<file path="config.mk">
export PLATFORM = sky130hd
export DESIGN_NAME = murmur2_hash_stream
export DESIGN_NICKNAME = d
export VERILOG_FILES = /design/src/sv/mhs_pkg.sv /design/src/sv/mhs_front.sv /design/src/sv/mhs_fifo.sv /design/src/sv/mhs_back.sv /design/src/sv/murmur2_hash_stream.sv
export SDC_FILE = /design/constraint.sdc
export NUM_CORES = 2
export LEC_CHECK = 0
export CORE_MARGIN = 10
export CORE_UTILIZATION = 43
export DETAILED_ROUTE_END_ITERATION = 10
export DONT_BUFFER_PORTS = 1
export GPL_ROUTABILITY_DRIVEN = 1
export PLACE_DENSITY = 0.64
export REMOVE_ABC_BUFFERS = 1
export SETUP_SLACK_MARGIN = 0.15
export SKIP_CTS_REPAIR_TIMING = 1
export SYNTH_ARGS = -nofsm -noshare
export SYNTH_HDL_FRONTEND = slang
export SYNTH_SLANG_ARGS = --single-unit
</file>
<file path="constraint.sdc">
create_clock -name i_clk -period 10 [get_ports i_clk]
set_input_delay 1 -clock i_clk [delete_from_list [all_inputs] [get_ports i_clk]]
set_output_delay 1 -clock i_clk [all_outputs]
set_load 0.1 [all_outputs]
</file>
<file path="src/sv/mhs_pkg.sv">
// Package for the streaming MurmurHash2 block: constants, queue entry type
// and the shared multiply and tail-mask helpers. No dependencies.
package mhs_pkg;

    localparam logic [31:0] MHS_MIX_MUL     = 32'h5bd1_e995;
    localparam int          MHS_MIX_SHIFT   = 24;
    localparam int          MHS_FIN_SHIFT_A = 13;
    localparam int          MHS_FIN_SHIFT_B = 15;
    localparam int          MHS_QUEUE_DEPTH = 4;
    localparam int          MHS_LEN_W       = 31;
    localparam int          MHS_WORD_W      = 32;
    localparam int          MHS_BV_W        = 3;

    // What the back end does with one item's data
    typedef enum logic [1:0] {
        KIND_NONE,
        KIND_FULL,
        KIND_TAIL
    } t_mhs_kind;

    typedef struct packed {
        t_mhs_kind              kind;
        logic                   first;
        logic                   last;
        logic [MHS_LEN_W-1:0]   length;
        logic [MHS_WORD_W-1:0]  value;  // mixed word (full) or masked tail
    } t_mhs_op;

    // Multiply by the mixing constant, modulo 2^32
    function automatic logic [31:0] mhs_mul(input logic [31:0] x);
        logic [31:0] p;
        p = x * MHS_MIX_MUL;
        return p;
    endfunction

    // Keep the low 1 to 3 bytes of a tail word
    function automatic logic [31:0] mhs_tail_mask(input logic [1:0] nbytes);
        logic [31:0] m;
        case (nbytes)
            2'd1:    m = 32'h0000_00ff;
            2'd2:    m = 32'h0000_ffff;
            2'd3:    m = 32'h00ff_ffff;
            default: m = 32'h0000_0000;
        endcase
        return m;
    endfunction

endpackage

</file>
<file path="src/sv/mhs_front.sv">
// Front end: accepts key items, classifies them and mixes full words in two
// multiply stages. Depends on mhs_pkg.
module mhs_front
    import mhs_pkg::*;
(
    input  logic                  i_clk,
    input  logic                  i_rst_n,
    input  logic                  push,
    output logic                  full,
    input  logic                  i_first_item,
    input  logic                  i_last_item,
    input  logic [MHS_LEN_W-1:0]  i_total_length,
    input  logic [MHS_WORD_W-1:0] i_data_word,
    input  logic [MHS_BV_W-1:0]   i_bytes_valid,
    output logic                  o_q_push,
    output t_mhs_op               o_q_entry,
    input  logic                  i_q_full
);

    logic                  r_s1_valid;
    logic                  r_s1_first;
    logic                  r_s1_last;
    logic [MHS_LEN_W-1:0]  r_s1_length;
    logic [MHS_WORD_W-1:0] r_s1_word;
    logic [MHS_BV_W-1:0]   r_s1_bv;
    logic [31:0]           r_s1_prod;

    logic                  r_s2_valid;
    t_mhs_op               r_s2_entry;

    logic                  s1_adv;
    logic                  s2_adv;
    logic                  in_xfer;
    logic [31:0]           s1_shx;
    t_mhs_op               n_s2_entry;

    assign s2_adv  = !r_s2_valid || !i_q_full;
    assign s1_adv  = !r_s1_valid || s2_adv;
    assign full    = !s1_adv;
    assign in_xfer = push && s1_adv;

    assign o_q_push  = r_s2_valid && !i_q_full;
    assign o_q_entry = r_s2_entry;

    assign s1_shx = r_s1_prod ^ (r_s1_prod >> MHS_MIX_SHIFT);

    always_comb begin
        n_s2_entry.first  = r_s1_first;
        n_s2_entry.last   = r_s1_last;
        n_s2_entry.length = r_s1_length;
        if (r_s1_bv == '0) begin
            n_s2_entry.kind  = KIND_NONE;
            n_s2_entry.value = r_s1_word;
        end else if (r_s1_bv inside {3'd4, 3'd5, 3'd6, 3'd7}) begin
            // four or more bytes count as a full word
            n_s2_entry.kind  = KIND_FULL;
            n_s2_entry.value = mhs_mul(s1_shx);
        end else begin
            n_s2_entry.kind  = KIND_TAIL;
            n_s2_entry.value = r_s1_word & mhs_tail_mask(r_s1_bv[1:0]);
        end
    end

    always_ff @(posedge i_clk) begin
        if (!i_rst_n) begin
            r_s1_valid <= 1'b0;
            r_s2_valid <= 1'b0;
        end else begin
            if (s1_adv) begin
                r_s1_valid <= push;
            end
            if (s2_adv) begin
                r_s2_valid <= r_s1_valid;
            end
        end
        if (in_xfer) begin
            r_s1_first  <= i_first_item;
            r_s1_last   <= i_last_item;
            r_s1_length <= i_total_length;
            r_s1_word   <= i_data_word;
            r_s1_bv     <= i_bytes_valid;
            r_s1_prod   <= mhs_mul(i_data_word);
        end
        if (s2_adv && r_s1_valid) begin
            r_s2_entry <= n_s2_entry;
        end
    end

`ifndef SYNTHESIS
    // A stalled second stage keeps its entry
    a_s2_hold: assert property (@(posedge i_clk) disable iff (!i_rst_n)
        (r_s2_valid && i_q_full) |=> (r_s2_valid && $stable(r_s2_entry)))
        else $error("front stage 2 lost or changed a stalled entry");
`endif

endmodule

</file>
<file path="src/sv/mhs_fifo.sv">
// Short queue of classified items between front and back end.
// Depends on mhs_pkg for the entry type.
module mhs_fifo
    import mhs_pkg::*;
#(
    parameter int DEPTH = MHS_QUEUE_DEPTH
) (
    input  logic    i_clk,
    input  logic    i_rst_n,
    input  logic    i_wr_en,
    input  t_mhs_op i_wr_data,
    output logic    o_full,
    input  logic    i_rd_en,
    output t_mhs_op o_rd_data,
    output logic    o_empty
);

    localparam int PTR_W = (DEPTH > 1) ? $clog2(DEPTH) : 1;
    localparam int CNT_W = $clog2(DEPTH + 1);

    t_mhs_op            r_slot [DEPTH];
    logic [PTR_W-1:0]   r_wr_ptr;
    logic [PTR_W-1:0]   r_rd_ptr;
    logic [CNT_W-1:0]   r_count;
    logic               do_wr;
    logic               do_rd;

    assign o_full    = (r_count == CNT_W'(DEPTH));
    assign o_empty   = (r_count == '0);
    assign do_wr     = i_wr_en && !o_full;
    assign do_rd     = i_rd_en && !o_empty;
    assign o_rd_data = r_slot[r_rd_ptr];

    always_ff @(posedge i_clk) begin
        if (!i_rst_n) begin
            r_wr_ptr <= '0;
            r_rd_ptr <= '0;
            r_count  <= '0;
        end else begin
            if (do_wr) begin
                r_wr_ptr <= (r_wr_ptr == PTR_W'(DEPTH - 1)) ? '0 : r_wr_ptr + 1'b1;
            end
            if (do_rd) begin
                r_rd_ptr <= (r_rd_ptr == PTR_W'(DEPTH - 1)) ? '0 : r_rd_ptr + 1'b1;
            end
            if (do_wr && !do_rd) begin
                r_count <= r_count + 1'b1;
            end else if (do_rd && !do_wr) begin
                r_count <= r_count - 1'b1;
            end
        end
        if (do_wr) begin
            r_slot[r_wr_ptr] <= i_wr_data;
        end
    end

`ifndef SYNTHESIS
    a_count_range: assert property (@(posedge i_clk) disable iff (!i_rst_n)
        r_count <= CNT_W'(DEPTH))
        else $error("queue fill count beyond depth");
`endif

endmodule

</file>
<file path="src/sv/mhs_back.sv">
// Back end: running-hash recurrence, final avalanche and result register.
// Depends on mhs_pkg.
module mhs_back
    import mhs_pkg::*;
(
    input  logic                  i_clk,
    input  logic                  i_rst_n,
    input  logic [31:0]           i_hash_seed,
    input  logic                  i_q_empty,
    input  t_mhs_op               i_q_entry,
    output logic                  o_q_pop,
    output logic                  empty,
    input  logic                  pop,
    output logic [MHS_WORD_W-1:0] o_hash_value
);

    typedef enum logic {
        S_STEP,
        S_AVAL
    } t_state;

    t_state      r_state;
    logic [31:0] r_hash;
    logic        r_out_valid;
    logic [31:0] r_out_hash;

    logic [31:0] h_start;
    logic [31:0] mul_in;
    logic [31:0] mul_out;
    logic [31:0] n_hash;
    logic [31:0] fin_pre;
    logic [31:0] fin_mul;
    logic        out_xfer;
    logic        out_load;

    assign empty        = !r_out_valid;
    assign o_hash_value = r_out_hash;
    assign out_xfer     = pop && r_out_valid;
    assign o_q_pop      = (r_state == S_STEP) && !i_q_empty;
    assign out_load     = (r_state == S_AVAL) && (!r_out_valid || pop);

    // at most one multiply per item: h*M ^ k for a full word, (h ^ t)*M for a tail; an empty item keeps h
    always_comb begin
        h_start = i_q_entry.first ? (i_hash_seed ^ {1'b0, i_q_entry.length}) : r_hash;
        mul_in  = (i_q_entry.kind == KIND_TAIL) ? (h_start ^ i_q_entry.value) : h_start;
        mul_out = mhs_mul(mul_in);
        case (i_q_entry.kind)
            KIND_FULL: n_hash = mul_out ^ i_q_entry.value;
            KIND_TAIL: n_hash = mul_out;
            default:   n_hash = h_start;
        endcase
    end

    assign fin_pre = r_hash ^ (r_hash >> MHS_FIN_SHIFT_A);
    assign fin_mul = mhs_mul(fin_pre);

    always_ff @(posedge i_clk) begin
        if (!i_rst_n) begin
            r_state     <= S_STEP;
            r_hash      <= '0;
            r_out_valid <= 1'b0;
        end else begin
            case (r_state)
                S_STEP: begin
                    if (out_xfer) begin
                        r_out_valid <= 1'b0;
                    end
                    if (o_q_pop) begin
                        r_hash <= n_hash;
                        if (i_q_entry.last) begin
                            r_state <= S_AVAL;
                        end
                    end
                end
                S_AVAL: begin
                    if (out_load) begin
                        r_out_valid <= 1'b1;
                        r_state     <= S_STEP;
                    end
                end
                default: r_state <= S_STEP;
            endcase
        end
        if (out_load) begin
            r_out_hash <= fin_mul ^ (fin_mul >> MHS_FIN_SHIFT_B);
        end
    end

`ifndef SYNTHESIS
    // A waiting result is never overwritten by the next avalanche
    a_aval_wait: assert property (@(posedge i_clk) disable iff (!i_rst_n)
        (r_state == S_AVAL && r_out_valid && !pop) |=> (r_state == S_AVAL))
        else $error("avalanche left while result register occupied");

    // Running hash only moves when a queue entry is taken
    a_hash_move: assert property (@(posedge i_clk) disable iff (!i_rst_n)
        (!o_q_pop && $past(i_rst_n)) |=> $stable(r_hash))
        else $error("running hash changed without a queue entry");
`endif

endmodule

</file>
<file path="src/sv/murmur2_hash_stream.sv">
// Streaming 32-bit MurmurHash2: one key word per input transfer, one hash per key.
// A key-end hash passes the two front stages, the queue, the running-hash register and the
// result register. The front takes one transfer a cycle unless the queue holds up its second
// stage; the back takes an item in S_STEP and, after an item that ends a key, goes through S_AVAL.
// Reset (synchronous, i_rst_n low): pipeline, queue and result emptied, seed and
// running hash cleared to zero. Depends on mhs_pkg, mhs_front, mhs_fifo, mhs_back.
module murmur2_hash_stream
    import mhs_pkg::*;
#(
    parameter int QUEUE_DEPTH = MHS_QUEUE_DEPTH
) (
    input  logic                  i_clk,
    input  logic                  i_rst_n,
    // configuration: seed register, write-only
    input  logic                  i_cfg_wr_en,
    input  logic [31:0]           i_cfg_wr_data,
    // input queue side
    input  logic                  push,
    output logic                  full,
    input  logic                  i_first_item,
    input  logic                  i_last_item,
    input  logic [MHS_LEN_W-1:0]  i_total_length,
    input  logic [MHS_WORD_W-1:0] i_data_word,
    input  logic [MHS_BV_W-1:0]   i_bytes_valid,
    // result queue side
    output logic                  empty,
    input  logic                  pop,
    output logic [MHS_WORD_W-1:0] o_hash_value
);

    // Seed register; the user must write it only while the block is idle, a rule the block leaves unchecked
    logic [31:0] r_hash_seed;

    // front -> queue
    logic        f_push;
    t_mhs_op     f_entry;
    logic        q_full;
    // queue -> back
    logic        b_pop;
    t_mhs_op     q_entry;
    logic        q_empty;

    always_ff @(posedge i_clk) begin
        if (!i_rst_n) begin
            r_hash_seed <= '0;
        end else if (i_cfg_wr_en) begin
            r_hash_seed <= i_cfg_wr_data;
        end
    end

    // Front: classify the item, mix full words (two multiply stages)
    mhs_front u_front (
        .i_clk          (i_clk),
        .i_rst_n        (i_rst_n),
        .push           (push),
        .full           (full),
        .i_first_item   (i_first_item),
        .i_last_item    (i_last_item),
        .i_total_length (i_total_length),
        .i_data_word    (i_data_word),
        .i_bytes_valid  (i_bytes_valid),
        .o_q_push       (f_push),
        .o_q_entry      (f_entry),
        .i_q_full       (q_full)
    );

    // Decoupling queue: lets the front keep mixing while the back finishes a key
    mhs_fifo #(
        .DEPTH (QUEUE_DEPTH)
    ) u_fifo (
        .i_clk     (i_clk),
        .i_rst_n   (i_rst_n),
        .i_wr_en   (f_push),
        .i_wr_data (f_entry),
        .o_full    (q_full),
        .i_rd_en   (b_pop),
        .o_rd_data (q_entry),
        .o_empty   (q_empty)
    );

    // Back: running hash, avalanche, result register
    mhs_back u_back (
        .i_clk        (i_clk),
        .i_rst_n      (i_rst_n),
        .i_hash_seed  (r_hash_seed),
        .i_q_empty    (q_empty),
        .i_q_entry    (q_entry),
        .o_q_pop      (b_pop),
        .empty        (empty),
        .pop          (pop),
        .o_hash_value (o_hash_value)
    );

endmodule

</file>
Word level (Yosys, flattened, before mapping)
Memory sizes are Yosys's and may differ from the RTL's. A register that Yosys moved wholly into a read port is not among the register bits.
Index checks and enable logic that the tools add are counted.
- bits in registers: 274
- RAM bits: 268
- input bits: 105
- output and inout port bits: 34
- word-level logic and storage cells: 103
- memories: 1
- add/sub/neg operators: 4
- multiply operators: 4
- equality and inequality tests: 14
- muxes and demuxes: 24
- bitwise logic cells: 8
- reduce and logical (&&, ||, !) cells: 27
- memories (name ; depth ; bits a word ; rd ports ; clocked after memory_dff ; wr ports ; line ; text):
    u_fifo.r_slot ; 4 ; 67 ; 1 ; 1 ; 1 ; mhs_fifo.sv:21 ; t_mhs_op r_slot [DEPTH];
- operators with widths (kind ; count):
    32-bit two-way mux ; 6
    32-bit by 31-bit multiplier with 32-bit output (second input constant) ; 4
    24-bit one-hot mux with 3 select lines ; 1
    32-bit one-hot mux with 2 select lines ; 1
    32-bit bitwise XOR ; 2
    32-bit AND ; 1
    32-bit by 17-bit bitwise XOR with 32-bit output ; 1
    32-bit by 19-bit bitwise XOR with 32-bit output ; 1
    32-bit by 31-bit bitwise XOR with 32-bit output ; 1
    32-bit by 8-bit bitwise XOR with 32-bit output ; 1
    3-bit equality test (second input constant) ; 5
    2-bit equality test (second input constant) ; 5
    1-bit logical AND ; 10
    2-bit two-way mux ; 5
    1-bit logical NOT ; 8
    1-bit two-way mux ; 7
    3-bit logical NOT ; 2
    3-bit two-way mux ; 2
    2-bit by 1-bit adder with 2-bit output (second input constant) ; 2
    2-bit by 1-bit equality test with 1-bit output (second input constant) ; 2
    1-bit one-hot mux with 2 select lines ; 2
    2-bit AND reduction ; 2
    4-bit nonzero test ; 1
    3-bit by 1-bit adder with 3-bit output (second input constant) ; 1
    6 further kinds ; 8

Depth between registers and ports, before layout
- depth after elaboration: 8
- gate-level depth with buffers: 43
- mapped depth without buffers: 33

By module
A second synthesis with hierarchy kept.
- cell total of the unflattened synthesis: 4951
- area, all modules: 56720.6 um^2
- by module, submodules not included (module ; instances ; cells an instance ; area an instance (um^2)):
    mhs_front ; 1 ; 2068 ; 23094.6
    mhs_back ; 1 ; 2379 ; 22206.3
    mhs_fifo ; 1 ; 401 ; 10176.0
    murmur2_hash_stream ; 1 ; 103 ; 1243.7

Worst setup path after synthesis
OpenSTA, ideal clock, no wires.
- kind: register to register
- start: register with a tool-made name
- end: register u_back.r_hash[30]
- setup time: 0.059 ns
- arrival time: 10.278 ns
- required time: 9.941 ns
- slack: -0.338 ns
- stages on the path, launching flop included: 44
- buffers on the path: 10
- period minus slack after synthesis: 10.338 ns
- path through: dfxtp_1 > buf_6 > buf_12 > buf_12 > buf_4 > buf_4 > buf_2 > buf_2 > mux4_2 > inv_1 > ha_1 > clkbuf_1 > clkbuf_1 > clkbuf_1 > nand2_1 > xnor2_1 > xor2_1 > ha_1 > (+8 left out) > fa_1 > inv_1 > fa_1 > inv_1 > fa_1 > inv_1 > ha_1 > a21oi_1 > nor2b_1 > o21ai_0 > nand2b_1 > o21ai_0 > o21ai_0 > a2111oi_0 > o211ai_1 > nand3_1 > mux2_2 > nand2_1
- RTL lines (item ; line ; text):
    end signal, assigned ; mhs_back.sv:69 ; r_hash <= n_hash;
    end, declared ; mhs_back.sv:23 ; logic [31:0] r_hash;

==> flow_metrics.tcl <==
set metrics [dict create \
    cts-buffers-inserted 59 \
    antenna_found_initial 8 \
    synth_top_area_frac 0.2521 \
    yosysSeqAreaShare 0.2743 \
    dp.cells 6636 \
    synth_edf_count 465 \
    vias 34150 \
    netlist_area_um2 56530 \
    root_buffer "clkbuf_16" \
    fin_nets 6628 \
    critical_path_required_ns 10.58 \
    wl_per_cell_um 20.94 \
    synthMostInstantiatedCell "inv_1" \
    htree_levels 2 \
    start_kind "register" \
    drv_slew 0 \
    reg2reg_depth 28 \
    die_y_um 382.6 \
    status "complete, no violations" \
    drc 0 \
    max_freq_mhz 109.4 \
    die_w_um 382.6 \
    synth.area.top_cells "fa_1, edfxtp_1, ha_1" \
    cts_tree "built" \
    overflow 0 \
    hold_class "register to register" \
    r2r_end "u_back.r_hash[30]" \
    clock_sinks 542 \
    syn_to_final_growth_pct 7.868 \
    die-area_um2 146400 \
    clock_tree.buffer_depth 3 \
    worstPathMaxFanout 25 \
    cp-end-kind "register" \
    stdcell_count 6747 \
    worstSetupPathType "register to register" \
    rsz0062_at_grt "no" \
    period_share 0.9140 \
    synth.largest_area_cell "fa_1" \
    hold_violations 0 \
    synth_warnings 0 \
    syn-instance-count 4890 \
    synthDistinctLibCells 82 \
    slowest_delay_ns 0.63 \
    async_flop_share 0 \
    avgSynthCellArea_um2 11.56 \
    final.fill_count 11840 \
    drive_above_1_share 0.05936 \
    drtIter0Drc 2049 \
    detail-route-antenna-nets 0 \
    hold_start "u_front.r_s1_last" \
    clkLatencyLatePin_ns 0.66 \
    max_slew_margin 0.1239 \
    grt_usage 0.1948 \
    maxCapViolCount 0 \
    clk_pin_slew_worst_paths_ns 0.07 \
    final.min_clock_period_ns 9.140 \
    start_util 0.4349 \
    rrSetupSlack_ns 0.86 \
    critical-path-slowest-cell "dfxtp_4" \
    synth_seq_cells 542 \
    io_buffer_count 0 \
    synth_ff_type "edfxtp_1" \
    finClkSkew_ns 0.04301 \
    hpwl_um 114900 \
    gp_congestion 0.9155 \
    min_path_cells 0 \
    grt_max_degree 78 \
    synthTopCellsByCount "inv_1, ha_1, fa_1, edfxtp_1, xnor2_1" \
    grt_pass1_wl_um 219200 \
    viasPerCell 5.061 \
    num_rows 132 \
    ios 139 \
    wl_um 141300 \
    first_global_vias 36760 \
    whs_endpoint "u_front.o_q_entry[63]" \
    firstDrtPassIters 5 \
    setup_viol 0 \
    worst_pin_slew_ns 1.310 \
    timing.hold.ws_ns 0.4126 \
    worstPathArrival_ns 9.72 \
    core_um2 130000 \
]
cell type report:
| type | count | area, um2 | area share |
|---|---|---|---|
| sequential | 542 | 15510 | 0.2544 |
| clock inverter | 42 | 432.9 | 0.007099 |
| inverter | 1347 | 5056 | 0.08291 |
| antenna | 2 | 5.005 | 0.00008207 |
| clock buffer | 67 | 1516 | 0.02487 |
| timing repair buffer | 72 | 540.5 | 0.008864 |
| multi-input combinational | 2933 | 35740 | 0.5860 |
| tap | 1742 | 2180 | 0.03574 |
kinds of logic (layout without fill, tap and decap cells):
kind of cell / count (synthesis) / count (layout) / synth area share
AO/OA/AOI/OAI: 430 / 430 / 0.05053
XOR/XNOR: 388 / 388 / 0.06317
adder cells (fa/ha/maj): 1576 / 1576 / 0.4430
buffers and inverters: 1415 / 1528 / 0.09533
flip-flops: 542 / 542 / 0.2743
multiplexers: 121 / 121 / 0.03687
other: 0 / 2 / 0
AND/OR/NAND/NOR: 418 / 418 / 0.03683
metal layers:
| metal | part of all wire | vias up | global-route usage | wire length, um |
|---|---|---|---|---|
| li1 | - | 15820 | - | - |
| met4 | 0.031 | 12 | 0.05951 | 4367 |
| met5 | 0.00060 | - | 0 | 85 |
| met1 | 0.42 | 17350 | 0.2543 | 59910 |
| met2 | 0.49 | 758 | 0.3353 | 69900 |
| met3 | 0.050 | 204 | 0.02514 | 7030 |
sequential cells by signal, summed over array words and instances (netlist names), 2 cells and up, named ones only:
name / count
u_front.r_s1_length: 31
u_fifo.r_rd_ptr: 2
u_fifo.r_wr_ptr: 2
u_front.r_s1_prod: 32
u_front.r_s1_word: 30
u_front.o_q_entry: 67
u_fifo.r_count: 3
r_hash_seed: 32
u_front.r_s1_bv: 3
u_fifo.r_slot: 268
u_back.o_hash_value: 32
u_back.r_hash: 32
worst max-delay path: cells and delay by family (launching register included):
family          cells  cell delay [ns]
mux                 2             0.93
fa+ha+maj           9             4.03
simple gates        6             0.98
xor+xnor            1             0.49
compound gates      4             1.37
buf+inv             6             0.63
flops               1             0.63
how the worst max path moves through the flow:
stage | start | endpoint | depth (start not counted)
after global placement | register | u_back.r_hash[31] | 29
after floorplan | register | u_back.r_hash[29] | 29
after detailed placement | register | u_back.r_hash[31] | 29
final | register | u_back.r_hash[30] | 28
after CTS | register | u_back.r_hash[31] | 29
after global routing | register | u_back.r_hash[30] | 28
placed cells by master, fill, tap and decap left out, drive strengths merged, types with 14 or more instances in the layout:
cell / Yosys / routed
inv: 1345 / 1351
ha: 856 / 856
fa: 712 / 712
edfxtp: 465 / 465
xnor2: 231 / 231
xor2: 150 / 150
a21oi: 128 / 128
nand2: 115 / 115
nor2: 89 / 89
o21ai: 80 / 80
dfxtp: 77 / 77
buf: 26 / 72
mux4: 67 / 67
clkbuf: 42 / 67
nor2b: 65 / 65
mux2i: 45 / 45
a21o: 44 / 44
and2: 33 / 33
nand2b: 27 / 27
clkinv: 2 / 27
nor3: 24 / 24
a21boi: 22 / 22
nand3: 16 / 16
o211ai: 15 / 15
o21a: 15 / 15
a22o: 14 / 14
per-stage QoR:
stage	setup WS [ns]	instance area [um2]	util	setup TNS, ns
after CTS	0.8121	60970	0.4691	0
after global routing	0.2355	60970	0.4691	0
after floorplan	-1.783	56200	-	-22.06
final	0.8599	60980	0.4691	0
after global placement	0.8980	59020	0.4541	0
after detailed placement	0.8607	59020	0.4541	0
Power is left out: the tool's default activity adds up to more than one toggle a clock period on the data nets, which glitch-free logic cannot reach.
